==> src/hdl/bdil_pkg.sv <==
`default_nettype none
// ----------------------------------------------------------------------------
// bdil_pkg: shared types and constants of the 3x3 binary dilation stream
// Frame limits, field widths, register indexes and the job and result
// records that travel between the front end, the queue and the back end.
// ----------------------------------------------------------------------------
package bdil_pkg;

  localparam int MAX_WIDTH  = 1024;
  localparam int MAX_HEIGHT = 4096;

  localparam int PIX_W        = 8;
  localparam int WIDTH_REG_W  = 11;
  localparam int HEIGHT_REG_W = 13;
  localparam int CFG_INDEX_W  = 4;
  localparam int CFG_DATA_W   = 13;

  // Effective sizes after clamping, and the position counters.
  localparam int WEFF_W = $clog2(MAX_WIDTH + 1);
  localparam int HEFF_W = $clog2(MAX_HEIGHT + 1);
  localparam int COL_W  = $clog2(MAX_WIDTH);
  localparam int ROW_W  = $clog2(MAX_HEIGHT + 2);

  localparam int QUEUE_DEPTH = 4;
  localparam int QPTR_W      = $clog2(QUEUE_DEPTH);
  localparam int OUT_DEPTH   = 2;
  localparam int OPTR_W      = $clog2(OUT_DEPTH);
  localparam int OCC_W       = $clog2(OUT_DEPTH + 1);

  localparam int RESET_WIDTH  = 640;
  localparam int RESET_HEIGHT = 480;

  localparam logic [CFG_INDEX_W-1:0] REG_FRAME_WIDTH  = CFG_INDEX_W'(0);
  localparam logic [CFG_INDEX_W-1:0] REG_FRAME_HEIGHT = CFG_INDEX_W'(1);

  typedef logic [PIX_W-1:0] pix_t;

  localparam pix_t PIX_FULL   = 8'd255;
  localparam pix_t PIX_TARGET = 8'd0;

  // One classified pixel handed from the front end to the back end.
  typedef struct packed {
    pix_t             pix;
    logic [COL_W-1:0] addr;
    logic             top_en;
    logic             mid_en;
    logic             emit;
    logic             row_first;
    logic             row_last;
    logic             col_first;
    logic             col_last;
    logic             last;
  } job_t;

  typedef struct packed {
    pix_t pixel;
    logic last;
  } result_t;

endpackage
`default_nettype wire

==> src/hdl/bdil_queue.sv <==
`default_nettype none
// ----------------------------------------------------------------------------
// bdil_queue: short job queue between front end and back end
// A small register FIFO that lets intake and processing stall apart.
// ----------------------------------------------------------------------------
module bdil_queue import bdil_pkg::*; (
  input  wire logic  clk,
  input  wire logic  rst,
  input  wire job_t  push_data,
  input  wire logic  push_valid,
  output logic       push_ready,
  output job_t       pop_data,
  output logic       pop_valid,
  input  wire logic  pop_ready
);

  job_t              slots [QUEUE_DEPTH];
  logic [QPTR_W-1:0] wr_ptr;
  logic [QPTR_W-1:0] rd_ptr;
  logic [QPTR_W:0]   count;
  logic              push;
  logic              pop;

  assign push_ready = count != (QPTR_W + 1)'(QUEUE_DEPTH);
  assign pop_valid  = count != '0;
  assign pop_data   = slots[rd_ptr];
  assign push       = push_valid && push_ready;
  assign pop        = pop_valid && pop_ready;

  always_ff @(posedge clk) begin
    if (push) begin
      slots[wr_ptr] <= push_data;
    end
  end

  always_ff @(posedge clk) begin
    if (rst) begin
      wr_ptr <= '0;
      rd_ptr <= '0;
      count  <= '0;
    end else begin
      if (push) begin
        wr_ptr <= wr_ptr + QPTR_W'(1);
      end
      if (pop) begin
        rd_ptr <= rd_ptr + QPTR_W'(1);
      end
      count <= count + (QPTR_W + 1)'(push) - (QPTR_W + 1)'(pop);
    end
  end

endmodule
`default_nettype wire

==> config.mk <==
export PLATFORM = sky130hd
export DESIGN_NAME = bdil_queue
export DESIGN_NICKNAME = d
export VERILOG_FILES = /design/src/hdl/bdil_pkg.sv /design/src/hdl/bdil_queue.sv
export SDC_FILE = /design/constraint.sdc
export NUM_CORES = 1
export LEC_CHECK = 0
export ABC_AREA = 1
export BUFFER_PORTS_ARGS = -buffer_cell sky130_fd_sc_hd__buf_2
export CAP_MARGIN = 20
export CORE_MARGIN = 5
export CORE_UTILIZATION = 55
export CTS_CLUSTER_DIAMETER = 30
export DETAILED_ROUTE_END_ITERATION = 6
export PLACE_DENSITY = 0.77
export SETUP_SLACK_MARGIN = 0.4
export SYNTH_ARGS = -nofsm -noshare
export SYNTH_HDL_FRONTEND = slang
export SYNTH_SLANG_ARGS = --single-unit
==> constraint.sdc <==
create_clock -name clk -period 4.64 [get_ports clk]
set_input_delay 1.392 -clock clk [delete_from_list [all_inputs] [get_ports clk]]
set_output_delay 1.392 -clock clk [all_outputs]
set_load 0.1 [all_outputs]
# Word-level counts from Yosys, hierarchy flattened

Memory sizes are Yosys's and may differ from the RTL's. A register that Yosys moved wholly into a read port is not among the register bits.
Cells that the tools add are included.

Bits in registers: 7
Memory bits (writable): 104
Output and inout bits: 28
Memories: 1

Memories:

| memory | words | width | rd ports | clocked after memory_dff | write ports | line             | text |
|---|---|---|---|---|---|---|---|
| slots  | 4     | 26    | 1        | 1                        | 1           | bdil_queue.sv:17 | `job_t slots [QUEUE_DEPTH];` |

Add/subtract/negate cells: 4
Equality and inequality tests: 1
Multiplexer cells: 4
Reductions and logical operators: 3

Operators by type and width:

| kind                                                          | count |
|---|---|
| 2-bit by 1-bit adder with 2-bit output, second input constant | 2 |
| 2-bit 2-to-1 mux                                              | 2 |
| 3-bit by 1-bit adder with 3-bit output                        | 1 |
| 3-bit != test, second input constant                          | 1 |
| 3-bit nonzero test                                            | 1 |
| 3-bit by 1-bit subtractor with 3-bit output                   | 1 |
| 1-bit logical AND                                             | 2 |
| 1-bit 2-to-1 mux                                              | 2 |

# Longest topological paths before layout

Gate-level depths: netlist of the first run.

Depth after elaboration: 4
Mapped depth: 10
Mapped depth without buffers: 10

# Least setup slack after synthesis of the first run

OpenSTA, ideal clock, no wires.

Kind: register -> output
From: register with a tool-made name
To: output port pop_data[2] in the netlist's numbering
Data arrival time: 2200 ps
Required time: 3248 ps
Path slack: 1048 ps
Cell stages (with the launch flop): 6
Path buffers: 2
Path through: dfxtp_1 -> buf_6 -> inv_4 -> buf_2 -> o21ai_0 -> o22ai_1

RTL lines:

| what             | line             | text |
|---|---|---|
| end: declaration | bdil_queue.sv:12 | `output job_t pop_data,` |

==> summary.md, run 1 <==
| Metric | Value |
|---|---|
| Status | completed |
| Max-cap violations | 0 |
| Top Usage Layer GRT | met2 |
| Design area | 5230 um^2 |
| Synth-to-layout area growth | 21.0% |
| Die height | slightly below 100 um |
| Critical-path cell list | inv_2 > o21ai_0 > o22ai_1 > buf_2 |
| Critical Path AT | 2.51 ns |
| Worst Skew | 0.00665 ns |
| Crit path largest cell delay | roughly 0.91 ns |
| Placement Setup Slack | between 1 and 1.5 ns |
| Fin crit period | 3.90 ns |
| Met1 Track Usage GR | between 20% and 30% |
| CP Capture Type | output port |
| TritonCTS buffer count | 17 |
| Critical path class | register to output port |
| VDD IR max | between 0.5 and 0.6 mV |
| H-tree levels | 4 |
| Syn Nets | approximately 350 |
| Sink Count | around 110 |
| Final GP Congestion | ~0.71 |
| Post-CTS Setup Bufs | 0 |
| RSZ-0062 raised after global routing | no |
| Final non-filler cell total | just under 500 |
| Commonest non-fill, non-tap cells in the layout | edfxtp_1 (104), nor2_1 (61), buf_2 (57) |
| Starting DRT DRC Count | 194 |
| Vias | about 2700 |
| Setup ws final | between 0.7 and 0.8 ns |
| Final setup violation count | 0 |
| Starting density of the core | 56.2% |
| Static Leak | 1.90 nW |
| Root Driver | clkbuf_8 |
| Core ar. | ~7700 um^2 |
| Die X-Extent | just under 100 um |
| Diode count | 0 |
| TNS Setup | 0 ns |
| # rows | 32 |
| Num ports | 58 |
| Number of port buffers | 57 |
| CP required | 3.25 ns |
| DP Wirelength | 4550 um |
| Post-Synthesis Cells | 316 |
| Power per cell area | around 750 nW/um^2 |
| Total grt overflow | 0 |
| Final period util | between 80% and 90% |
| Average size of a mapped cell | ~14 um^2 |
| Slew headroom | about 39% |
| Vias in the first global route | about 2800 |
| Total power | 3.90 mW |
| Measured slew at the worst slew-check pin | approximately 0.9 ns |
| Die area | between 9000 and 10000 um^2 |
| Synthesized cell area | roughly 4300 um^2 |
| Overall Global Routing Usage | between 10% and 20% |
| Syn. warnings | 0 |
| Skew-Pair Late Insertion Delay | a little over 0.5 ns |
| Placed cell areas | around 4700 um^2 |
| Met2 Usage GRT | between 30% and 40% |
| Fin. max-slew vios | 0 |
| Vias per cell | roughly 5.5 |
| Largest net degree at the start of global routing | 54 |
| Seq/Total Area, Yosys | between 70% and 80% |
| Layout cells sized above 1 | 24.4% |
| Drt pass-1 iters | 5 |
| Met3 GRT Util | 7.43% |
| WL/cell | around 17 um |
| Most common cell after layout, fill and taps aside | edfxtp_1 |
| FMAX | 0.256 GHz |
| Highest-delay cell along the critical path | dfxtp_1 |
| Hold Crit Class | register to register |
| Crit Path Max Fanout | 27 |
| Routed wire length | 8280 um |
| Routed Antenna Nets | 0 |
| Initial antenna violation count | 0 |
| Clock tree buffer depth | 2 |
| Cts hold-fix bufs | 0 |
| #FFs+latches synth | between 100 and 150 |
| DR DRC count | 0 |
| Global-route wire length before repair | 13300 um |
| Clock slew at reported path FFs | around 0.050 ns |
| CP Launch Type | register |
| Dpl cells | 460 |
| Final hold violation count | 0 |
| # nets final | 414 |
| Synth cell types | 18 |
| TritonCTS clock tree | built |
[power by group]
group | switching [mW] | internal [mW]
Combinational | 1.16 | 0.208
Clock | 0.442 | 0.756
Sequential | 0.0847 | 1.25
Total | 1.69 | 2.21
[critical path: cells and delay by family, from the launching register on]
kind,cells,cell delay (ns)
flip-flops,1,0.91
buffers and inverters,2,0.74
AO/OA/AOI/OAI,2,0.33
[area by class of cell]
class                   instances  area [um^2]
clock inverters                15          144
fillers                       549         2450
repair buffers                 57          285
flip-flops and latches        113         3310
well taps                     102          128
multi-input cells             172          892
clock buffers                  17          414
inverters                      16         62.6
[Yosys cell counts]
cell	number	area share (%)
o21ai_1	17	2.0
nand2_1	12	1.0
nand3_1	3	0.35
inv_1	14	1.2
o22ai_1	26	3.8
a21boi_0	2	0.35
inv_2	1	0.087
buf_4	6	1.0
inv_4	1	0.14
fa_1	1	0.46
dfxtp_1	9	4.2
buf_6	1	0.26
a21oi_1	4	0.46
o21ai_0	36	4.2
ha_1	6	1.7
nor2_1	65	5.6
edfxtp_1	104	72
buf_2	8	0.93
[cells by family after synthesis]
| logic type | synth area share, % |
|---|---|
| flip-flops | 76.4 |
| AO/OA/AOI/OAI | 10.7 |
| AND/OR/NAND/NOR | 7.03 |
| buffers and inverters | 3.67 |
| adder cells (fa/ha/maj) | 2.20 |
[flip-flops by register name, summed over array words and instances, names as in the netlist, named ones only]
register / count
wr_ptr: 2
count: 3
slots: 104
rd_ptr: 2
[final timing paths]
kind,start,endpoint,slack [ns],cells past startpoint
max,register,pop_data[18],0.74,4
min,rd_ptr[0],rd_ptr[0],0.51,2
max reg2reg,count[1],count[2],2.32,10
min reg2reg,rd_ptr[0],rd_ptr[0],0.51,2
[what timing repair did]
item / CTS / global route
hold endpoints to repair: 0 / 0
setup endpoints to repair: 0 / 6
resized for setup: 0 / 1
[metrics by stage]
step / hold slack (ns) / utilization [%]
3_5_place_dp: 0.499 / 60.8
5_1_grt: 0.548 / 68.1
2_1_floorplan: 0.448 / -
3_3_place_gp: 0.467 / 60.8
6_report: 0.509 / 68.1
4_1_cts: 0.519 / 68.0
[per-layer routing]
metal / wire length [um] / part of all wire, %
met2: 4350 / 53
met5: 0 / 0
met3: 689 / 8.3
met4: 97 / 1.2
met1: 3140 / 38
Power figures use the tool's default switching activity.
==> run 2: changes to the inputs <==
- clock period: 4.64 -> 3.9 ns (I/O delays scaled with it)
==> summary.md, run 2 (synthesized netlist as in run 1, its figures left out) <==
| Metric | Value |
|---|---|
| Critical-path cell list | buf_4 > o21ai_0 > o22ai_1 > buf_2 |
| Skew-Pair Late Insertion Delay | 0.50 ns (about the same) |
| Synth-to-layout area growth | 20.5% |
| Biggest regs | slots x104, count x3 |
| Die height | 98.7 um (unchanged) |
| Final period util | between 80% and 90% |
| Critical path class | register to output port |
| Vias | 2674 (-1.6%) |
| Highest-delay cell along the critical path | dfxtp_1 |
| Hold_sp | rd_ptr[0] |
| Core ar. | 7690 um^2 (unchanged) |
| CP required | 2.73 ns (-0.52 ns) |
| Root Driver | clkbuf_8 |
| Commonest non-fill, non-tap cells in the layout | edfxtp_1 (104), nor2_1 (61), buf_2 (57) |
| Total grt overflow | 0 (unchanged) |
| Slew headroom | 42.7% (+3.7 points) |
| Final GP Congestion | 0.732 (+3.0%) |
| Total power | 4.56 mW (+17%) |
| TritonCTS buffer count | 17 (unchanged) |
| Most flop-heavy register | slots |
| FMAX | 0.298 GHz |
| Initial antenna violation count | 0 (unchanged) |
| Cts hold-fix bufs | 0 (unchanged) |
| CP bufs+invs | 2 (unchanged) |
| Max reg flops | 104 (unchanged) |
| RSZ-0062 raised after global routing | yes |
| FF-to-FF Start | count[1] |
| Crit Path Max Fanout | 18 (-33%) |
| Measured slew at the worst slew-check pin | 0.857 ns (-0.0565 ns) |
| Starting density of the core | 56.2% (unchanged) |
| Routed Antenna Nets | 0 (unchanged) |
| Setup ws final | 0.549 ns (-0.191 ns) |
| TNS Setup | 0 ns (unchanged) |
| Design area | 5210 um^2 (-0.38%) |
| Die X-Extent | 98.7 um (unchanged) |
| Status | completed |
| DR DRC count | 0 (unchanged) |
| Drt pass-1 iters | 5 (unchanged) |
| # nets final | 416 (+0.48%) |
| Hold Crit Class | register to register |
| Layout cells sized above 1 | 22.8% (-1.5 points) |
| # rows | 32 (unchanged) |
| DP Wirelength | 4790 um (+5.3%) |
| Diode count | 0 (unchanged) |
| Num ports | 58 (unchanged) |
| Max-cap violations | 0 (unchanged) |
| CP Capture Type | output port |
| Starting DRT DRC Count | 180 (-7.2%) |
| CP top delay family | buffers and inverters |
| Routed wire length | 8150 um (-1.6%) |
| Placement Setup Slack | 0.897 ns (-0.248 ns) |
| Die area | 9740 um^2 (unchanged) |
| Fin crit period | between 3 and 4 ns |
| Hold depth | 2 (unchanged) |
| Fin. max-slew vios | 0 (unchanged) |
| FF-to-FF path depth | 10 (unchanged) |
| Reg2Reg Setup Slack | 1.60 ns (-0.72 ns) |
| H-tree levels | 4 (unchanged) |
| Critical Path AT | 2.18 ns (-0.33 ns) |
| Crit path largest cell delay | 0.55 ns (-0.36 ns) |
| Worst Skew | 0.00383 ns (-0.00282 ns) |
| Clock slew at reported path FFs | 0.05 ns (about the same) |
| TritonCTS clock tree | built |
| Largest net degree at the start of global routing | 53 (-1.9%) |
| CP Launch Type | register |
| Sink Count | 113 (unchanged) |
| Overall Global Routing Usage | 17.6% (-0.72 points) |
| Global-route wire length before repair | 12800 um (-3.7%) |
| Clock tree buffer depth | 2 (unchanged) |
| Most common cell after layout, fill and taps aside | edfxtp_1 |
| Placed cell areas | 4690 um^2 (+0.32%) |
| Vias in the first global route | 2718 (-1.3%) |
| Worst R2R End | count[2] |
| Hold-critical path endpoint | rd_ptr[0] |
| Final hold violation count | 0 (unchanged) |
| Number of port buffers | 57 (unchanged) |
| Static Leak | 1.91 nW (+0.33%) |
| Vias per cell | 5.43 (-1.6%) |
| Final setup violation count | 0 (unchanged) |
| VDD IR max | 0.564 mV (+4.6%) |
| WL/cell | 16.6 um (-1.6%) |
| Power per cell area | 875 nW/um^2 (+17%) |
-- run 2: through the flow --
stage | hold slack [ns] | utilization (%) | cells
detailed placement | 0.479 | 61.0 | 462
global route | 0.533 | 67.8 | 492
global placement | 0.461 | 61.0 | 462
CTS | 0.492 | 67.8 | 492
finish | 0.485 | 67.8 | 492
floorplan | 0.448 | - | 316
-- run 2: layout make-up --
| class | count | area, um^2 |
|---|---|---|
| clock buffers | 20 | 425 |
| clock inverters | 10 | 95.1 |
| fillers | 562 | 2470 |
| inverters | 16 | 65.1 |
| multi-input cells | 172 | 892 |
| flip-flops and latches | 113 | 3310 |
| well taps | 102 | 128 |
| repair buffers | 59 | 300 |
-- run 2: where the power goes --
group | total (mW) | switching (mW) | internal, mW
logic | 1.66 | 1.41 | 0.252
clock network | 1.34 | 0.459 | 0.882
registers | 1.56 | 0.0768 | 1.49
total | 4.56 | 1.94 | 2.62
-- run 2: how the worst max path moves through the flow --
stage                     cells after the start            to  slack (ns)     start
after detailed placement                      4  pop_data[10]        0.90  register
after global placement                        4  pop_data[10]        0.97  register
final                                         4   pop_data[1]        0.55  register
after global routing                          4  pop_data[10]        0.40  register
after CTS                                     4  pop_data[25]        0.51  register
after floorplan                               5   pop_data[2]        0.53  register
-- run 2: worst min-delay path: cells and delay by family, from the launching register on --
kind	cells	cell delay, ns
AOI/OAI and AO/OA	1	0.05
DFF	1	0.32
and+or+nand+nor	1	0.07
-- run 2: per-layer routing --
metal | vias to the layer above | routed length [um] | track usage, %
met5 | - | 0 | 0
met4 | 0 | 183 | 9.35
met3 | 14 | 495 | 7.01
met2 | 68 | 4260 | 29.3
met1 | 1300 | 3210 | 19.3
li1 | 1292 | - | -
-- run 2: what timing repair did --
action,CTS,global route
gates resized for setup,1,1
cloned,0,0
setup buffers,0,0
setup endpoints to repair,2,1
==> run 3: changes to the inputs <==
- CORE_UTILIZATION: 55 -> 35
- PLACE_DENSITY: 0.77 -> not set
==> summary.md, run 3 (synthesized netlist as in run 1, its figures left out) <==
| Metric | Value |
|---|---|
| Flop pwr share | 32.8% (-1.5 points) |
| Starting DRT DRC Count | 151 (-16%) |
| # rows | 40 (+25%) |
| VDD IR max | 0.668 mV (+19%) |
| Final period util | 85.9% (about the same) |
| Core ar. | 12100 um^2 (+57%) |
| Diode count | 0 (unchanged) |
| Top Usage Layer GRT | met2 |
| Slew headroom | 40.3% (-2.4 points) |
| Power per cell area | 878 nW/um^2 (+0.30%) |
| Total grt overflow | 0 (unchanged) |
| Hold Crit Class | register to register |
| Root Driver | clkbuf_16 |
| DR DRC count | 0 (unchanged) |
| Critical Path AT | 2.18 ns (about the same) |
| Switch share | 42.0% (-0.60 points) |
| Most common cell after layout, fill and taps aside | edfxtp_1 |
| Max reg flops | 104 (unchanged) |
| Dpl cells | 531 (+15%) |
| Clock slew at reported path FFs | 0.05 ns (about the same) |
| Final GP Congestion | 0.718 (-1.9%) |
| Met1 Track Usage GR | 15.1% (-4.2 points) |
| Sequential Area | 3300 um^2 (about the same) |
| Commonest non-fill, non-tap cells in the layout | edfxtp_1 (104), nor2_1 (61), buf_2 (51) |
| Starting density of the core | 35.9% (-20 points) |
| Max-cap violations | 0 (unchanged) |
| Clk pwr share | 31.1% (+1.7 points) |
| DP Wirelength | 5210 um (+8.8%) |
| Number of port buffers | 57 (unchanged) |
| H-tree levels | 4 (unchanged) |
| CP required | 2.73 ns (about the same) |
| CP Launch Type | register |
| Comb power frac | 36.0% (-0.3 points) |
| Multi-input gate area | 892 um^2 (unchanged) |
| Die height | 121 um (+23%) |
| Clock tree buffer depth | 2 (unchanged) |
| Biggest regs | slots x104, count x3 |
| Reg2Reg Setup Slack | 1.57 ns (-0.03 ns) |
| Vias in the first global route | 2767 (+1.8%) |
| Largest net degree at the start of global routing | 53 (unchanged) |
| Post-CTS Setup Bufs | 0 (unchanged) |
| FMAX | 0.298 GHz (about the same) |
| Die area | 14700 um^2 (+51%) |
| Fin. max-slew vios | 0 (unchanged) |
| Routed Antenna Nets | 0 (unchanged) |
| Drt pass-1 iters | 4 (-1) |
| Initial antenna violation count | 0 (unchanged) |
| Final Core Density | 44.5% (-23 points) |
| Final non-filler cell total | 561 (+14%) |
| Num ports | 58 (unchanged) |
| Final setup violation count | 0 (unchanged) |
| Met3 GRT Util | 4.62% (-2.4 points) |
| Fin crit period | 3.35 ns (-0.000435 ns) |
| Routed wire length | 8800 um (+7.9%) |
| NetSw | 1.98 mW (+1.8%) |
| # nets final | 419 (+0.72%) |
| TritonCTS buffer count | 17 (unchanged) |
| Static Leak | 1.95 nW (+1.9%) |
| CP Capture Type | output port |
| Worst Skew | 0.00569 ns (+0.00186 ns) |
| Overall Global Routing Usage | 13.0% (-4.6 points) |
| Die X-Extent | 121 um (+23%) |
| Sink Count | 113 (unchanged) |
| Critical path class | register to output port |
| Status | completed |
| Vias per cell | 4.71 (-13%) |
| Crit Path Max Fanout | 36 (+18) |
| Final hold violation count | 0 (unchanged) |
| Measured slew at the worst slew-check pin | 0.893 ns (+0.0364 ns) |
| Total power | 4.71 mW (+3.3%) |
| TNS Setup | 0 ns (unchanged) |
| RSZ-0062 raised after global routing | no |
| WL/cell | 15.7 um (-5.3%) |
| Most flop-heavy register | slots |
| Skew-Pair Late Insertion Delay | 0.40 ns (-0.10 ns) |
| Met2 Usage GRT | 20.7% (-8.7 points) |
| Worst hold slack | 0.485 ns (+0.000128 ns) |
| Global-route wire length before repair | 14100 um (+9.4%) |
| Vias | 2642 (-1.2%) |
| Synth-to-layout area growth | 24.1% |
| Fillers | 1079 (+92%) |
| TritonCTS clock tree | built |
| Internal | 2.73 mW (+4.3%) |
| Layout cells sized above 1 | 23.4% (+0.59 points) |
==> run 3: cell count changes in the layout (fill, tap and decap cells not counted), moves of 2 or more <==
cell / delta
buf_2: -6
clkbuf_4: +6
buf_4: +3
inv_4: +2
==> run 3: power groups by stage <==
stage          Clock [mW]  Sequential, mW  Combinational [mW]
5_1_grt              1.54            1.56                1.80
2_1_floorplan           0            1.54                1.43
6_report             1.47            1.55                1.70
3_3_place_gp            0            1.57                1.69
3_5_place_dp            0            1.57                1.70
4_1_cts              1.49            1.55                1.71
==> run 3: cell type report <==
type                            count  share of cell area [%]
Sequential cell                   113                    61.6
Multi-Input combinational cell    172                    16.6
Clock buffer                       21                    8.21
Timing Repair Buffer               62                    6.30
Tap cell                          168                    3.92
Clock inverter                      9                    2.17
Inverter                           16                    1.21
==> run 3: worst paths after layout <==
kind	from	end	cells after the start
worst max-delay path	register	pop_data[1]	4
worst min register to register	rd_ptr[0]	rd_ptr[0]	2
worst min-delay path	rd_ptr[0]	rd_ptr[0]	2
worst max register to register	count[1]	count[2]	10
==> run 3: what timing repair did <==
action,4_1_cts,5_1_grt
setup endpoints to repair,0,8
resized for setup,0,8
hold buffers,0,0
==> run 3: layer usage <==
metal  part of all wire, %  up-vias
met1                    44     1281
met5                     0        -
li1                      -     1287
met4                   2.5        0
met2                    48       53
met3                   5.6       21
==> run 3: metrics by stage <==
| step | instance area (um^2) | setup WS (ns) |
|---|---|---|
| final | 5370 | 0.549 |
| after floorplan | 4320 | 0.530 |
| after detailed placement | 4790 | 0.919 |
| after global placement | 4790 | 0.931 |
| after CTS | 5350 | 0.476 |
| after global routing | 5370 | 0.420 |
==> run 3: worst max-delay path, cell delays in order (launching register included) <==
cell and delay, ns:
dfxtp_2 0.53, buf_4 0.42, o21ai_0 0.15, o22ai_1 0.20, buf_2 0.46
