### src/hdl/bdil_pkg.sv
`default_nettype none
// ----------------------------------------------------------------------------
// bdil_pkg: shared types and constants of the 3x3 binary dilation stream
// Frame limits, field widths, register indexes and the job and result
// records that travel between the front end, the queue and the back end.
// ----------------------------------------------------------------------------
package bdil_pkg;

  localparam int MAX_WIDTH  = 1024;
  localparam int MAX_HEIGHT = 4096;

  localparam int PIX_W        = 8;
  localparam int WIDTH_REG_W  = 11;
  localparam int HEIGHT_REG_W = 13;
  localparam int CFG_INDEX_W  = 4;
  localparam int CFG_DATA_W   = 13;

  // Effective sizes after clamping, and the position counters.
  localparam int WEFF_W = $clog2(MAX_WIDTH + 1);
  localparam int HEFF_W = $clog2(MAX_HEIGHT + 1);
  localparam int COL_W  = $clog2(MAX_WIDTH);
  localparam int ROW_W  = $clog2(MAX_HEIGHT + 2);

  localparam int QUEUE_DEPTH = 4;
  localparam int QPTR_W      = $clog2(QUEUE_DEPTH);
  localparam int OUT_DEPTH   = 2;
  localparam int OPTR_W      = $clog2(OUT_DEPTH);
  localparam int OCC_W       = $clog2(OUT_DEPTH + 1);

  localparam int RESET_WIDTH  = 640;
  localparam int RESET_HEIGHT = 480;

  localparam logic [CFG_INDEX_W-1:0] REG_FRAME_WIDTH  = CFG_INDEX_W'(0);
  localparam logic [CFG_INDEX_W-1:0] REG_FRAME_HEIGHT = CFG_INDEX_W'(1);

  typedef logic [PIX_W-1:0] pix_t;

  localparam pix_t PIX_FULL   = 8'd255;
  localparam pix_t PIX_TARGET = 8'd0;

  // One classified pixel handed from the front end to the back end.
  typedef struct packed {
    pix_t             pix;
    logic [COL_W-1:0] addr;
    logic             top_en;
    logic             mid_en;
    logic             emit;
    logic             row_first;
    logic             row_last;
    logic             col_first;
    logic             col_last;
    logic             last;
  } job_t;

  typedef struct packed {
    pix_t pixel;
    logic last;
  } result_t;

endpackage
`default_nettype wire

### src/hdl/bdil_if.sv
`default_nettype none
// ----------------------------------------------------------------------------
// bdil_if: stream channels of the 3x3 binary dilation block
// Pixel input, result output and configuration write channels, each with a
// valid/ready handshake and a source and a sink view.
// ----------------------------------------------------------------------------
interface bdil_pix_if import bdil_pkg::*; ();
  logic valid;
  logic ready;
  pix_t pixel_in;
  logic is_pad;

  modport source (output valid, output pixel_in, output is_pad, input ready);
  modport sink (input valid, input pixel_in, input is_pad, output ready);
endinterface


interface bdil_cfg_if import bdil_pkg::*; ();
  logic                   valid;
  logic                   ready;
  logic [CFG_INDEX_W-1:0] index;
  logic [CFG_DATA_W-1:0]  data;

  modport source (output valid, output index, output data, input ready);
  modport sink (input valid, input index, input data, output ready);
endinterface
`default_nettype wire

### src/hdl/bdil_front.sv
`default_nettype none
// ----------------------------------------------------------------------------
// bdil_front: pixel intake and classification
// Holds the frame size registers and the raster position, drops pads inside
// the frame, turns flush items into zero pixels and tags each job with its
// row buffer address, output and border flags and the end of frame.
// ----------------------------------------------------------------------------
module bdil_front import bdil_pkg::*; (
  input  wire logic  clk,
  input  wire logic  rst,
  bdil_pix_if.sink   pixels,
  bdil_cfg_if.sink   cfg,
  output job_t       job,
  output logic       job_valid,
  input  wire logic  job_ready,
  output logic       restart
);

  logic [WEFF_W-1:0] width;
  logic [HEFF_W-1:0] height;
  logic [COL_W-1:0]  col;
  logic [ROW_W-1:0]  row;

  logic [WEFF_W-1:0]       width_next;
  logic [HEFF_W-1:0]       height_next;
  logic [WIDTH_REG_W-1:0]  raw_width;
  logic [HEIGHT_REG_W-1:0] raw_height;
  logic [ROW_W-1:0]        row_h;
  logic [ROW_W-1:0]        row_h1;
  logic [WEFF_W-1:0]       col_inc;
  logic                    flushing;
  logic                    col_zero;
  logic                    take;
  logic                    cfg_take;

  assign cfg.ready    = 1'b1;
  assign pixels.ready = job_ready;

  assign raw_width  = cfg.data[WIDTH_REG_W-1:0];
  assign raw_height = cfg.data[HEIGHT_REG_W-1:0];

  // Zero sizes count as one, oversize values saturate at the maximum.
  always_comb begin
    if (raw_width == '0) begin
      width_next = WEFF_W'(1);
    end else if (32'(raw_width) > MAX_WIDTH) begin
      width_next = WEFF_W'(MAX_WIDTH);
    end else begin
      width_next = WEFF_W'(raw_width);
    end
    if (raw_height == '0) begin
      height_next = HEFF_W'(1);
    end else if (32'(raw_height) > MAX_HEIGHT) begin
      height_next = HEFF_W'(MAX_HEIGHT);
    end else begin
      height_next = HEFF_W'(raw_height);
    end
  end

  assign cfg_take = cfg.valid && cfg.ready &&
                    (cfg.index == REG_FRAME_WIDTH || cfg.index == REG_FRAME_HEIGHT);
  assign restart  = cfg_take;

  assign row_h    = ROW_W'(height);
  assign row_h1   = row_h + ROW_W'(1);
  assign flushing = row >= row_h;
  assign col_zero = col == '0;
  assign col_inc  = WEFF_W'(col) + WEFF_W'(1);

  // Rows at or past the frame height are flush rows: their items carry zero.
  always_comb begin
    job.pix       = flushing ? PIX_TARGET : pixels.pixel_in;
    job.addr      = col;
    job.top_en    = row >= ROW_W'(2);
    job.mid_en    = row != '0;
    job.emit      = (row >= ROW_W'(2)) || (row == ROW_W'(1) && !col_zero);
    job.row_first = (!col_zero && row == ROW_W'(1)) || (col_zero && row == ROW_W'(2));
    job.row_last  = (!col_zero && row == row_h) || (col_zero && row == row_h1);
    job.col_first = (col == COL_W'(1)) || (col_zero && width == WEFF_W'(1));
    job.col_last  = col_zero;
    job.last      = col_zero && row == row_h1;
  end

  assign job_valid = pixels.valid && (flushing || !pixels.is_pad);
  assign take      = job_valid && job_ready;

  always_ff @(posedge clk) begin
    if (rst) begin
      width  <= WEFF_W'(RESET_WIDTH);
      height <= HEFF_W'(RESET_HEIGHT);
      col    <= '0;
      row    <= '0;
    end else if (cfg_take) begin
      if (cfg.index == REG_FRAME_WIDTH) begin
        width <= width_next;
      end else begin
        height <= height_next;
      end
      col <= '0;
      row <= '0;
    end else if (take) begin
      if (job.last) begin
        col <= '0;
        row <= '0;
      end else if (col_inc == width) begin
        col <= '0;
        row <= row + ROW_W'(1);
      end else begin
        col <= col + COL_W'(1);
      end
    end
  end

endmodule
`default_nettype wire

### src/flat_wrapper.sv
// flat-port wrapper written by rule: the top's interface ports become plain ports
module bdil_front_flat import bdil_pkg::*;
  (clk, rst, job, job_valid, job_ready, restart, pixels_valid, pixels_pixel_in, pixels_is_pad, pixels_ready, cfg_valid, cfg_index, cfg_data, cfg_ready);
  bdil_pix_if pixels_i ();
  bdil_cfg_if cfg_i ();
  input  wire logic clk;
  input  wire logic rst;
  output job_t job;
  output logic job_valid;
  input  wire logic job_ready;
  output logic restart;
  input wire logic [$bits(pixels_i.valid)-1:0] pixels_valid;
  input wire logic [$bits(pixels_i.pixel_in)-1:0] pixels_pixel_in;
  input wire logic [$bits(pixels_i.is_pad)-1:0] pixels_is_pad;
  output wire logic [$bits(pixels_i.ready)-1:0] pixels_ready;
  input wire logic [$bits(cfg_i.valid)-1:0] cfg_valid;
  input wire logic [$bits(cfg_i.index)-1:0] cfg_index;
  input wire logic [$bits(cfg_i.data)-1:0] cfg_data;
  output wire logic [$bits(cfg_i.ready)-1:0] cfg_ready;
  assign pixels_i.valid = pixels_valid;
  assign pixels_i.pixel_in = pixels_pixel_in;
  assign pixels_i.is_pad = pixels_is_pad;
  assign pixels_ready = pixels_i.ready;
  assign cfg_i.valid = cfg_valid;
  assign cfg_i.index = cfg_index;
  assign cfg_i.data = cfg_data;
  assign cfg_ready = cfg_i.ready;
  bdil_front u_core (.clk(clk), .rst(rst), .pixels(pixels_i), .cfg(cfg_i), .job(job), .job_valid(job_valid), .job_ready(job_ready), .restart(restart));
endmodule
### config.mk
export PLATFORM = sky130hd
export DESIGN_NAME = bdil_front_flat
export DESIGN_NICKNAME = d
export VERILOG_FILES = /design/src/hdl/bdil_pkg.sv /design/src/hdl/bdil_if.sv /design/src/hdl/bdil_front.sv /design/src/flat_wrapper.sv
export SDC_FILE = /design/constraint.sdc
export NUM_CORES = 1
export LEC_CHECK = 0
export BUFFER_PORTS_ARGS = -buffer_cell sky130_fd_sc_hd__buf_2
export CAP_MARGIN = 20
export CORE_MARGIN = 10
export CORE_UTILIZATION = 52
export DETAILED_ROUTE_END_ITERATION = 12
export GPL_TIMING_DRIVEN = 0
export PLACE_DENSITY_LB_ADDON = 0.2
export SKIP_LAST_GASP = 1
export SLEW_MARGIN = 10
export SYNTH_ARGS = -nofsm -noshare
export SYNTH_HDL_FRONTEND = slang
export SYNTH_SLANG_ARGS = --single-unit
### constraint.sdc
create_clock -name clk -period 2.95 [get_ports clk]
set_clock_uncertainty 0.2 [all_clocks]
set_input_delay 0.1475 -clock clk [delete_from_list [all_inputs] [get_ports clk]]
set_output_delay 0.1475 -clock clk [all_outputs]
set_load 0.1 [all_outputs]
# ---- After elaboration in Yosys (flattened, before gate mapping)
# Cells that the tools add are included.
dict set report classes {
  addsub 4
  eq_ne 8
  bitwise_logic 1
  n_reduce_logical 26
  order_cmp 4
  muxes 9
}
# operator count
set ops {}
lappend ops {{$mux W13} 4}
lappend ops {{$add A13 B1 Y13 const B} 2}
lappend ops {{$eq A13 B13 Y1} 2}
lappend ops {{$mux W11} 2}
lappend ops {{$mux W10} 2}
lappend ops {{$eq A13 B1 Y1 const B} 1}
lappend ops {{$eq A13 B2 Y1 const B} 1}
lappend ops {{$ge A13 B13 Y1} 1}
lappend ops {{$ge A13 B2 Y1 const B} 1}
lappend ops {{$gt A13 B13 Y1 const B} 1}
lappend ops {{$logic_not A13 Y1} 1}
lappend ops {{$reduce_bool A13 Y1} 1}
lappend ops {{$add A10 B1 Y11 const B} 1}
lappend ops {{$eq A11 B1 Y1 const B} 1}
lappend ops {{$eq A11 B11 Y1} 1}
lappend ops {{$gt A11 B11 Y1 const B} 1}
lappend ops {{$logic_not A11 Y1} 1}
lappend ops {{$add A10 B1 Y10 const B} 1}
lappend ops {{$eq A10 B1 Y1 const B} 1}
lappend ops {{$logic_not A10 Y1} 1}
lappend ops {{$logic_and A1 B1 Y1} 8}
lappend ops {{$mux W8} 1}
lappend ops {{$logic_or A1 B1 Y1} 6}
lappend ops {{$reduce_and A2 Y1} 3}
lappend ops {{6 further kinds} 7}
dict set report word_totals {
  output_inout_bits 30
  elab_cells 56
  input_bits 31
  ff_bits 47
}

# ---- Longest topological paths before layout
# Gate-level depths: netlist (run 1).
dict set report logic_depth {
  depth_word 5
  mapped_depth 11
  ltp_nobuf 9
}

# ---- Worst setup path after synthesis (run 1)
# No wires, ideal clock.
dict set report synth_timing {
  path_kind {reg-to-output}
  start {reg u_core.col[6]}
  end {out job[3] (netlist bit)}
  arrival_time_ns 4.978
  setup_slack_ns -2.376
  required_time_ns 2.602
  path_stages_with_launch 9
  path_buffers 1
  path_cell_list {dfxtp_1 > buf_6 > nor4_2 > nand3_1 > a2111oi_0 > nand2_1 > or3_1 > nor3_1 > a21o_1}
}
# item line
set synth_lines {}
lappend synth_lines {{from (decl)} bdil_front.sv:21} ;# logic [COL_W-1:0] col;
lappend synth_lines {{from (signal assigned)} bdil_front.sv:109} ;# col <= col + COL_W'(1);
lappend synth_lines {{to (decl)} flat_wrapper.sv:8} ;# output job_t job;

==> metrics.yaml, run 1 <==
placement:
  dp_hpwl_mm: 8.71
  dp_cells: 648
  gp_congestion: 0.892
  port_buffers: 58
  post_dp_cell_area_sq_mm: 0.00436
  post-place-ws_ns: -0.649
sta:
  layout_min_cycle_time_ns: 3.08
  rsz0062_at_grt: "true"
  worst_pin_slew_ns: 0.601
  slew_headroom_pct: 59.9
  hold_viol: 0
  fin_crit_sh_pct: 104
  setup-violations-final: 18
  layout_setup_ws_ns: -0.127
  clock.fmax_ghz: 0.325
  drv_slew: 0
critical_path:
  r2r.worst_path.cells: 10
  cp-start-kind: "flip-flop"
  critPathSlowestCell: "or3_4"
  crit_fanout: 8
  arrival_ns: 2.73
  crit_path_end_kind: "output port"
  required_ns: 2.60
  worstPathCellList: "buf_6 > xnor2_2 > or3_4 > a2111oi_4 > nand2_1 > or3_4 > nor3_4 > a21o_4 > buf_12"
  crit_top_cell: "or3_4"
  criticalPathCategory: "flip-flop to output port"
  cp.buffers_inverters: 2
  critPathMaxStageDelay_ns: 0.43
  crit_family: "simple AND/OR/NAND/NOR gates"
  crit_cells: 9
grt:
  grt_pass1_vias: 3932
  grt_usage_pct: 20.0
  grt_first_pass_wirelength_mm: 19.1
  grt_overflow_total: 0
  antenna_found_initial: 0
  grt_max_degree: 17
yosys:
  synthCells: 491
  syn-num-nets: 543
  synth.top_cell.area_share_pct: 24.7
  yosysWarnings: 0
  synth_enable_flop_cells: 0
  synth_area_sq_mm: 0.00382
  synth.area.top_cells: "dfxtp_1 25%, ha_1 6.9%, xnor2_1 6.4%, nand3_1 4.6%, nand4_1 3.8%"
  syn_area_per_cell_sq_um: 7.77
  synthDistinctLibCells: 64
  synthArstFlopShare_pct: 0
  synth_top_cell_by_area: "dfxtp_1"
  seq_area_frac_synth_pct: 24.7
  ys_seq_elements: 47
  synth-main-ff-cell: "dfxtp_1"
drt:
  maxUsedRoutingLayer: "met4"
  first_pass_iters: 5
  wl_met2_mm: 6.11
  vias: 4117
  met1_length_mm: 5.03
  routedWlPerCell_um: 17.9
  dr.first_iter.drc_count: 272
  wirelength_mm: 12.2
  met3WireLength_um: 781
  drc_errors: 0
  ant_nets: 0
  viasPerCell: 6.05
min_path:
  min_path_type: "primary input to flip-flop"
  hold_depth: 4
status:
  violations: "setup timing"
  status: "finished, violations left"
clock_tree:
  clock-sinks: 47
  h-tree-depth: 2
  clkTransAtPathRegs_ns: 0.11
  clock-root-buffer: "clkbuf_8"
  numCtsBuffers: 5
  clock_latency_ns: 0.31
  tritoncts: "done"
  clockBufferDepth: 2
die:
  num_io_pins: 61
  start_util_pct: 53.2
  die_area_sq_mm: 0.0112
  design.core.area_sq_mm: 0.00718
  rows: 31
  die_y_um: 106
  die_x_um: 106
final_layout:
  final_core_util_pct: 68.9
  instances_no_fill: 681
  nets: 633
  fin_area_sq_mm: 0.00495
  antenna_cells: 0
  syn2layout_area_growth_pct: 29.6
  drive_above_1_share_pct: 26.3
  fillers: 595
power:
  ir_drop_v: 0.000228
  cellLeakagePower_uw: 0.00200
  p_per_area_mw_per_mm2: 282
flow_run:
  maxCapViolCount: 0
-- worst paths after layout --
| check | to | start | slack, ns |
|---|---|---|---|
| hold / removal | u_core.height[0]$_SDFFE_PP0P_ | cfg_index[1] | 0.04 |
| hold reg to reg | u_core.width[9]$_SDFFE_PP1P_ | u_core.width[9]$_SDFFE_PP1P_ | 0.33 |
| setup reg to reg | u_core.col[1]$_SDFFE_PP0P_ | u_core.height[3]$_SDFFE_PP0P_ | -0.12 |
| setup / recovery | job[3] | u_core.row[5]$_SDFFE_PP0P_ | -0.13 |
-- cells in the mapped netlist, types with 3 or more instances --
master,n
dfxtp_1,47
nand3_1,35
nor2_1,35
xnor2_1,28
inv_1,26
nor3_1,26
nand2_1,23
nand4_1,23
clkbuf_1,22
ha_1,21
nor4_1,19
a21oi_1,16
nand3b_1,12
nor3b_1,11
and3_1,10
and2_1,9
a22oi_1,8
a41oi_1,8
buf_2,8
buf_4,8
or3_1,8
xor2_1,7
nand2b_1,6
a21o_1,5
and4_1,5
a211o_1,4
a221o_1,4
a31oi_1,4
o211ai_1,4
a211oi_1,3
buf_6,3
or2_2,3
or3b_1,3
-- registers in the layout, summed over array words and instances (netlist names) --
register       count
u_core.width      11
u_core.height     13
u_core.row        13
u_core.col        10
-- cell families after synthesis --
kind of cell | count (synthesis) | share of synthesized area [%]
buf+inv | 69 | 8.46
compound gates | 72 | 14.1
fa+ha+maj | 22 | 7.15
mux | 2 | 0.525
simple gates | 243 | 37.0
flops | 47 | 24.7
other cells | 1 | 0.0983
xor+xnor | 35 | 8.03
-- final cells by class --
| class | count | area [sq um] | share of cell area [%] |
|---|---|---|---|
| buffer | 38 | 238 | 4.81 |
| inverter | 26 | 97.6 | 1.97 |
| tap | 99 | 124 | 2.50 |
| sequential | 47 | 981 | 19.8 |
| timing repair buffer | 87 | 622 | 12.6 |
| clock inverter | 3 | 47.5 | 0.961 |
| clock buffer | 5 | 68.8 | 1.39 |
| multi-input combinational | 376 | 2770 | 56.0 |
-- layout by cell type, fill, tap and decap left out, types with 5 or more instances in the layout --
| cell type | count |
|---|---|
| a21oi_1 | 14 |
| a22oi_1 | 8 |
| a41oi_1 | 7 |
| and2_1 | 9 |
| and3_1 | 10 |
| and4_1 | 5 |
| buf_2 | 50 |
| buf_4 | 27 |
| buf_6 | 13 |
| clkbuf_1 | 15 |
| clkbuf_8 | 5 |
| dfxtp_1 | 31 |
| dfxtp_2 | 8 |
| dfxtp_4 | 8 |
| dlygate4sd3_1 | 12 |
| ha_1 | 20 |
| inv_1 | 26 |
| nand2_1 | 23 |
| nand2b_1 | 6 |
| nand3_1 | 33 |
| nand3b_1 | 12 |
| nand4_1 | 23 |
| nor2_1 | 34 |
| nor3_1 | 24 |
| nor3b_1 | 11 |
| nor4_1 | 19 |
| or3_1 | 6 |
| xnor2_1 | 27 |
| xor2_1 | 7 |
-- power breakdown --
group          switching [uW]  total, uW  internal [uW]
Combinational             170        252           82.3
Clock                     246        504            257
Sequential               6.95        639            632
Total                     423       1390            972
-- per-layer routing --
metal	vias to the layer above	GRT usage (%)
li1	1986	-
met4	0	6.87
met1	1956	24.5
met3	20	4.08
met2	155	33.9
met5	-	0
-- stage by stage --
step | hold slack (ns) | TNS (ns) | total power [uW]
4_1_cts | 0.0330 | -0.263 | 1390
6_report | 0.0380 | -1.33 | 1390
3_5_place_dp | 0.187 | -13.11 | 866
2_1_floorplan | 0.0466 | -0.347 | 807
3_3_place_gp | 0.192 | -12.17 | 863
5_1_grt | 0.0488 | -4.33 | 1440
-- worst reg2reg max path, stage by stage (launching register included) --
cell	delay, ns
dfxtp_1	0.32
buf_4	0.18
nand4_1	0.17
o31a_1	0.33
nor4_1	0.37
a211oi_2	0.14
or4_4	0.61
buf_6	0.17
buf_4	0.15
a21oi_4	0.22
nor3_1	0.08
-- repair_timing --
| item | 4_1_cts | 5_1_grt |
|---|---|---|
| buffers inserted | 5 | 12 |
| hold buffers | 12 | 0 |
| hold endpoints to repair | 13 | 0 |
| cloned | 0 | 1 |
| pin swaps | 4 | 13 |
| setup endpoints to repair | 34 | 34 |
| resized for setup | 39 | 39 |
(Power assumes the default switching activity.)
==> inputs of run 2 (changes only) <==
BUFFER_PORTS_ARGS = unset   (was -buffer_cell sky130_fd_sc_hd__buf_2)
CORE_UTILIZATION = 58   (was 52)
DONT_BUFFER_PORTS = 1   (was unset)
GPL_TIMING_DRIVEN = 1   (was 0)
==> metrics.yaml, run 2 (same netlist as run 1, synthesis figures left out) <==
status:
  status: "finished, violations left"
  violations: "setup timing"
final_layout:
  syn2layout_area_growth_pct: 32.0
  layout_common_cells: "55 x buf_4, 32 x nor2_1, 32 x nand3_1"
  final_core_util_pct: 78.9  # +10 points
  mostFrequentLayoutCell: "buf_4"
  drive_above_1_share_pct: 26.0  # -0.29 points
  multi_input_area_sq_mm: 0.00278  # +0.36%
  antenna_cells: 0  # unchanged
  nets: 601  # -5.1%
  fillers: 381  # -36%
  regArea_sq_mm: 0.00100  # +2.2%
  reg_top3: "u_core.height (13), u_core.row (13), u_core.width (11)"
placement:
  port_buffers: 0  # -100%
  gp_congestion: 0.929  # +4.1%
  post-place-ws_ns: -0.00470  # +0.644 ns
  dp_hpwl_mm: 8.43  # -3.2%
sta:
  hold_viol: 0  # unchanged
  rsz0062_at_grt: "true"
  slew_headroom_pct: 39.7  # -20 points
  worst_pin_slew_ns: 0.901  # +0.301 ns
  layout_min_cycle_time_ns: 3.03  # -0.0510 ns
  finalSetupTns_ns: -0.179  # +1.15 ns
  holdWs_ns: 0.0342  # -0.00380 ns
  setup-violations-final: 13  # -5
  fin_crit_sh_pct: 103  # -1.7 points
  layout_setup_ws_ns: -0.0759  # +0.0510 ns
  drv_slew: 0  # unchanged
  clock.fmax_ghz: 0.330  # +1.7%
clock_tree:
  clock-sinks: 47  # unchanged
  clock_latency_ns: 0.31  # about the same
  numCtsBuffers: 5  # unchanged
  clock-root-buffer: "clkbuf_8"
  clockBufferDepth: 2  # unchanged
  clkTransAtPathRegs_ns: 0.11  # about the same
  h-tree-depth: 2  # unchanged
  tritoncts: "done"
die:
  die_area_sq_mm: 0.0102  # -8.4%
  die_y_um: 101  # -4.3%
  design.core.area_sq_mm: 0.00639  # -11%
  start_util_pct: 59.8  # +6.6 points
  die_x_um: 101  # -4.3%
  num_io_pins: 61  # unchanged
  rows: 29  # -6.5%
drt:
  wirelength_mm: 12.6  # +3.6%
  ant_nets: 0  # unchanged
  dr.first_iter.drc_count: 461  # +69%
  met1_length_mm: 4.77  # -5.2%
  viasPerCell: 6.74  # +11%
  maxUsedRoutingLayer: "met4"
  vias: 4224  # +2.6%
  routedWlPerCell_um: 20.2  # +13%
  wl_met2_mm: 6.04  # -1.1%
  drc_errors: 0  # unchanged
  first_pass_iters: 8  # +3
  met3WireLength_mm: 1.31  # +68%
critical_path:
  criticalPathCategory: "flip-flop to output port"
  crit_path_end_kind: "output port"
  arrival_ns: 2.68  # -0.05 ns
  required_ns: 2.60  # about the same
  cp-start-kind: "flip-flop"
  crit_fanout: 5  # -3
power:
  power_uw: 1360  # -2.5%
  p_per_area_mw_per_mm2: 270  # -4.2%
  ir_drop_v: 0.000261  # +15%
  cellLeakagePower_uw: 0.00200  # -0.20%
grt:
  grt_first_pass_wirelength_mm: 19.0  # -0.14%
  antenna_found_initial: 0  # unchanged
  grt_usage_pct: 22.2  # +2.2 points
  grt_pass1_vias: 3964  # +0.81%
  grt_max_degree: 28  # +11
  grt_overflow_total: 0  # unchanged
flow_run:
  maxCapViolCount: 0  # unchanged
min_path:
  min_path_type: "primary input to flip-flop"
[run 2: cell count changes in the layout (fill, tap and decap cells not counted), sizes merged]
| cell | previous run | this run |
|---|---|---|
| buf | 94 | 72 |
| clkbuf | 24 | 7 |
| dlygate4sd3 | 12 | 21 |
| a21oi | 18 | 17 |
| bufinv | 1 | 0 |
[run 2: stage by stage]
stage               std cells  cell area [sq um]
finish                    627               5040
global route              627               5040
CTS                       614               4780
detailed placement        586               4440
global placement          586               4440
floorplan                 491               3940
[run 2: worst paths after layout]
kind | start | cells past startpoint | slack [ns] | end
setup / recovery | u_core.height[1]$_SDFFE_PP0P_ | 9 | -0.08 | job[3]
hold / removal | cfg_index[0] | 4 | 0.03 | u_core.height[9]$_SDFFE_PP0P_
hold reg to reg | u_core.height[12]$_SDFFE_PP0P_ | 2 | 0.29 | u_core.height[12]$_SDFFE_PP0P_
setup reg to reg | u_core.height[10]$_SDFFE_PP0P_ | 10 | -0.01 | u_core.col[1]$_SDFFE_PP0P_
[run 2: area by class of cell]
type,instances,share of cell area [%]
clock buffer,6,1.86
inverter,26,1.94
sequential,47,19.9
clock inverter,2,0.348
multi-input combinational,375,55.2
tap,77,1.91
timing repair buffer,94,18.9
[run 2: worst max-delay path, stage by stage (launching register included)]
cell and delay [ns]:
dfxtp_4 0.38, ha_4 0.17, nand3_4 0.08, buf_4 0.17, nor4_4 0.35, xnor2_1 0.21, nand2_1 0.10, or3_4 0.41
nor3_4 0.20, a21o_4 0.30
[run 2: power breakdown]
part / switching, uW / internal, uW / total [uW] / leakage (uW)
Combinational: 158 / 90.5 / 248 / 0.00155
Sequential: 6.32 / 628 / 635 / 0.000391
Clock: 254 / 224 / 477 / 0.0000569
Total: 418 / 942 / 1360 / 0.00200
[run 2: repair_timing]
| item | in CTS | in global routing |
|---|---|---|
| gates resized for setup | 8 | 33 |
| endpoints found under the hold margin | 27 | 2 |
| endpoints found under the setup margin | 23 | 35 |
| buffers inserted | 0 | 11 |
| cloned | 0 | 1 |
| hold buffers | 20 | 1 |
| pin swaps | 1 | 6 |
[run 2: per-layer routing]
metal  global-route usage [%]  up-vias
met1                     26.2     1988
met2                     38.2      270
met5                        0        -
met4                     7.61        0
met3                     5.56       50
li1                         -     1916
==> inputs of run 3 (changes only) <==
BUFFER_PORTS_ARGS = -buffer_cell sky130_fd_sc_hd__buf_2   (was unset)
CORE_UTILIZATION = 52   (was 58)
DONT_BUFFER_PORTS = unset   (was 1)
==> metrics.yaml, run 3 (same netlist as run 1, synthesis figures left out) <==
critical_path:
  worstPathCellList: "buf_4 > nand3_1 > or3_4 > a2111oi_4 > nand2_1 > or3_4 > nor3_4 > a21o_4 > buf_12"
  cp-start-kind: "flip-flop"
  cp.buffers_inverters: 2  # +1
  arrival_ns: 2.66  # -0.02 ns
  crit_top_cell: "or3_4"
  criticalPathCategory: "flip-flop to output port"
  crit_family: "simple AND/OR/NAND/NOR gates"
  critPathSlowestCell: "or3_4"
  crit_fanout: 7  # +2
  critPathMaxStageDelay_ns: 0.41  # about the same
  crit_path_end_kind: "output port"
  required_ns: 2.60  # about the same
power:
  seqPwrFrac_pct: 47.8  # +1.1 points
  cellLeakagePower_uw: 0.00211  # +5.5%
  sw_frac_of_total_pct: 32.3  # +1.6 points
  ir_drop_v: 0.000198  # -24%
  p_switching_uw: 432  # +3.4%
  p_per_area_mw_per_mm2: 262  # -3.1%
  intPower_uw: 905  # -3.9%
  p_clk_share_pct: 32.3  # -2.8 points
  power_uw: 1340  # -1.7%
  p_comb_share_pct: 19.9  # +1.6 points
sta:
  slew_headroom_pct: 52.5  # +13 points
  drv_slew: 0  # unchanged
  hold_viol: 0  # unchanged
  worst_pin_slew_ns: 0.711  # -0.190 ns
  layout_min_cycle_time_ns: 3.01  # -0.0158 ns
  fin_crit_sh_pct: 102  # -0.54 points
  rsz0062_at_grt: "true"
  layout_setup_ws_ns: -0.0600  # +0.0158 ns
  setup-violations-final: 2  # -11
  finalSetupTns_ns: -0.0733  # +0.106 ns
  clock.fmax_ghz: 0.332  # +0.53%
final_layout:
  drive_above_1_share_pct: 30.3  # +4.3 points
  reg_top3: "u_core.height (13), u_core.row (13), u_core.width (11)"
  final_core_util_pct: 71.3  # -7.6 points
  nets: 629  # +4.7%
  layout_common_cells: "48 x buf_2, 44 x buf_4, 34 x nand3_1"
  antenna_cells: 0  # unchanged
  instances_no_fill: 677  # +8.0%
  syn2layout_area_growth_pct: 34.0
  mostFrequentLayoutCell: "buf_2"
clock_tree:
  clock-root-buffer: "clkbuf_8"
  tritoncts: "done"
  numCtsBuffers: 5  # unchanged
  clock_latency_ns: 0.31  # about the same
  clock-sinks: 47  # unchanged
  clockBufferDepth: 2  # unchanged
  h-tree-depth: 2  # unchanged
  clkTransAtPathRegs_ns: 0.10  # about the same
die:
  die_y_um: 106  # +4.5%
  die_area_sq_mm: 0.0112  # +9.2%
  die_x_um: 106  # +4.5%
  design.core.area_sq_mm: 0.00718  # +12%
  rows: 31  # +6.9%
  start_util_pct: 53.2  # -6.6 points
  num_io_pins: 61  # unchanged
flow_run:
  maxCapViolCount: 0  # unchanged
drt:
  viasPerCell: 6.11  # -9.2%
  ant_nets: 0  # unchanged
  wirelength_mm: 11.8  # -6.7%
  maxUsedRoutingLayer: "met4"
  dr.first_iter.drc_count: 235  # -49%
  first_pass_iters: 7  # -1
  vias: 4139  # -2.0%
  met3WireLength_um: 706  # -46%
  routedWlPerCell_um: 17.4  # -14%
  met1_length_mm: 4.87  # +2.0%
  wl_met2_mm: 5.77  # -4.4%
  drc_errors: 0  # unchanged
grt:
  grt_pass1_vias: 3990  # +0.66%
  antenna_found_initial: 0  # unchanged
  grt_overflow_total: 0  # unchanged
  grt_usage_pct: 19.8  # -2.4 points
  grt_max_degree: 27  # -3.6%
  grt_first_pass_wirelength_mm: 19.0  # about the same
placement:
  dp_cells: 647  # +10%
  dp_hpwl_mm: 8.80  # +4.3%
  gp_congestion: 0.906  # -2.4%
  port_buffers: 59  # +59
status:
  violations: "setup timing"
  status: "finished, violations left"
min_path:
  min_path_type: "primary input to flip-flop"
-- run 3: through the flow --
stage | hold WS, ns | cell area [sq um] | setup WS [ns]
final | 0.0358 | 5110 | -0.0600
after detailed placement | 0.203 | 4630 | -0.0686
after global placement | 0.203 | 4630 | -0.0154
after global routing | 0.0673 | 5110 | -0.156
after CTS | 0.0368 | 4890 | -0.0556
after floorplan | 0.0466 | 3940 | -0.347
-- run 3: final cells by class --
type                            instances  area, sq um
Clock buffer                            5         68.8
Fill cell                             566         2060
Multi-Input combinational cell        376         2780
Tap cell                               99          124
Inverter                               26         97.6
Clock inverter                          3         26.3
Sequential cell                        47          988
Timing Repair Buffer                  121         1030
-- run 3: final timing paths --
check / from / endpoint / slack (ns) / cells after the start
setup reg to reg: u_core.height[1]$_SDFFE_PP0P_ / u_core.row[4]$_SDFFE_PP0P_ / -0.01 / 8
setup / recovery: u_core.height[1]$_SDFFE_PP0P_ / job[3] / -0.06 / 9
hold reg to reg: u_core.width[9]$_SDFFE_PP1P_ / u_core.width[9]$_SDFFE_PP1P_ / 0.34 / 1
hold / removal: cfg_data[10] / u_core.width[10]$_SDFFE_PP0P_ / 0.04 / 3
-- run 3: layer usage --
layer  GRT usage, %  up-vias
li1               -     1982
met3           4.08       36
met1           22.8     1951
met5              0        -
met2           34.7      170
met4           8.70        0
-- run 3: power groups by stage --
stage | clock, uW | combinational, uW | sequential (uW)
floorplan | 0 | 147 | 660
global placement | 0 | 236 | 655
detailed placement | 0 | 239 | 655
CTS | 439 | 251 | 640
global route | 457 | 282 | 640
finish | 432 | 267 | 639
-- run 3: worst reg2reg max path: cells and delay by family (launching register included) --
kind | cells | cell delay, ns
DFF | 1 | 0.37
and+or+nand+nor | 6 | 1.75
AOI/OAI and AO/OA | 1 | 0.38
buffers and inverters | 1 | 0.15
-- run 3: timing repair --
item / in CTS / in global routing
hold buffers: 11 / 0
resized for setup: 10 / 22
hold endpoints to repair: 13 / 0
cloned: 0 / 3
pin swaps: 2 / 9
setup endpoints to repair: 29 / 31
buffers inserted: 2 / 6
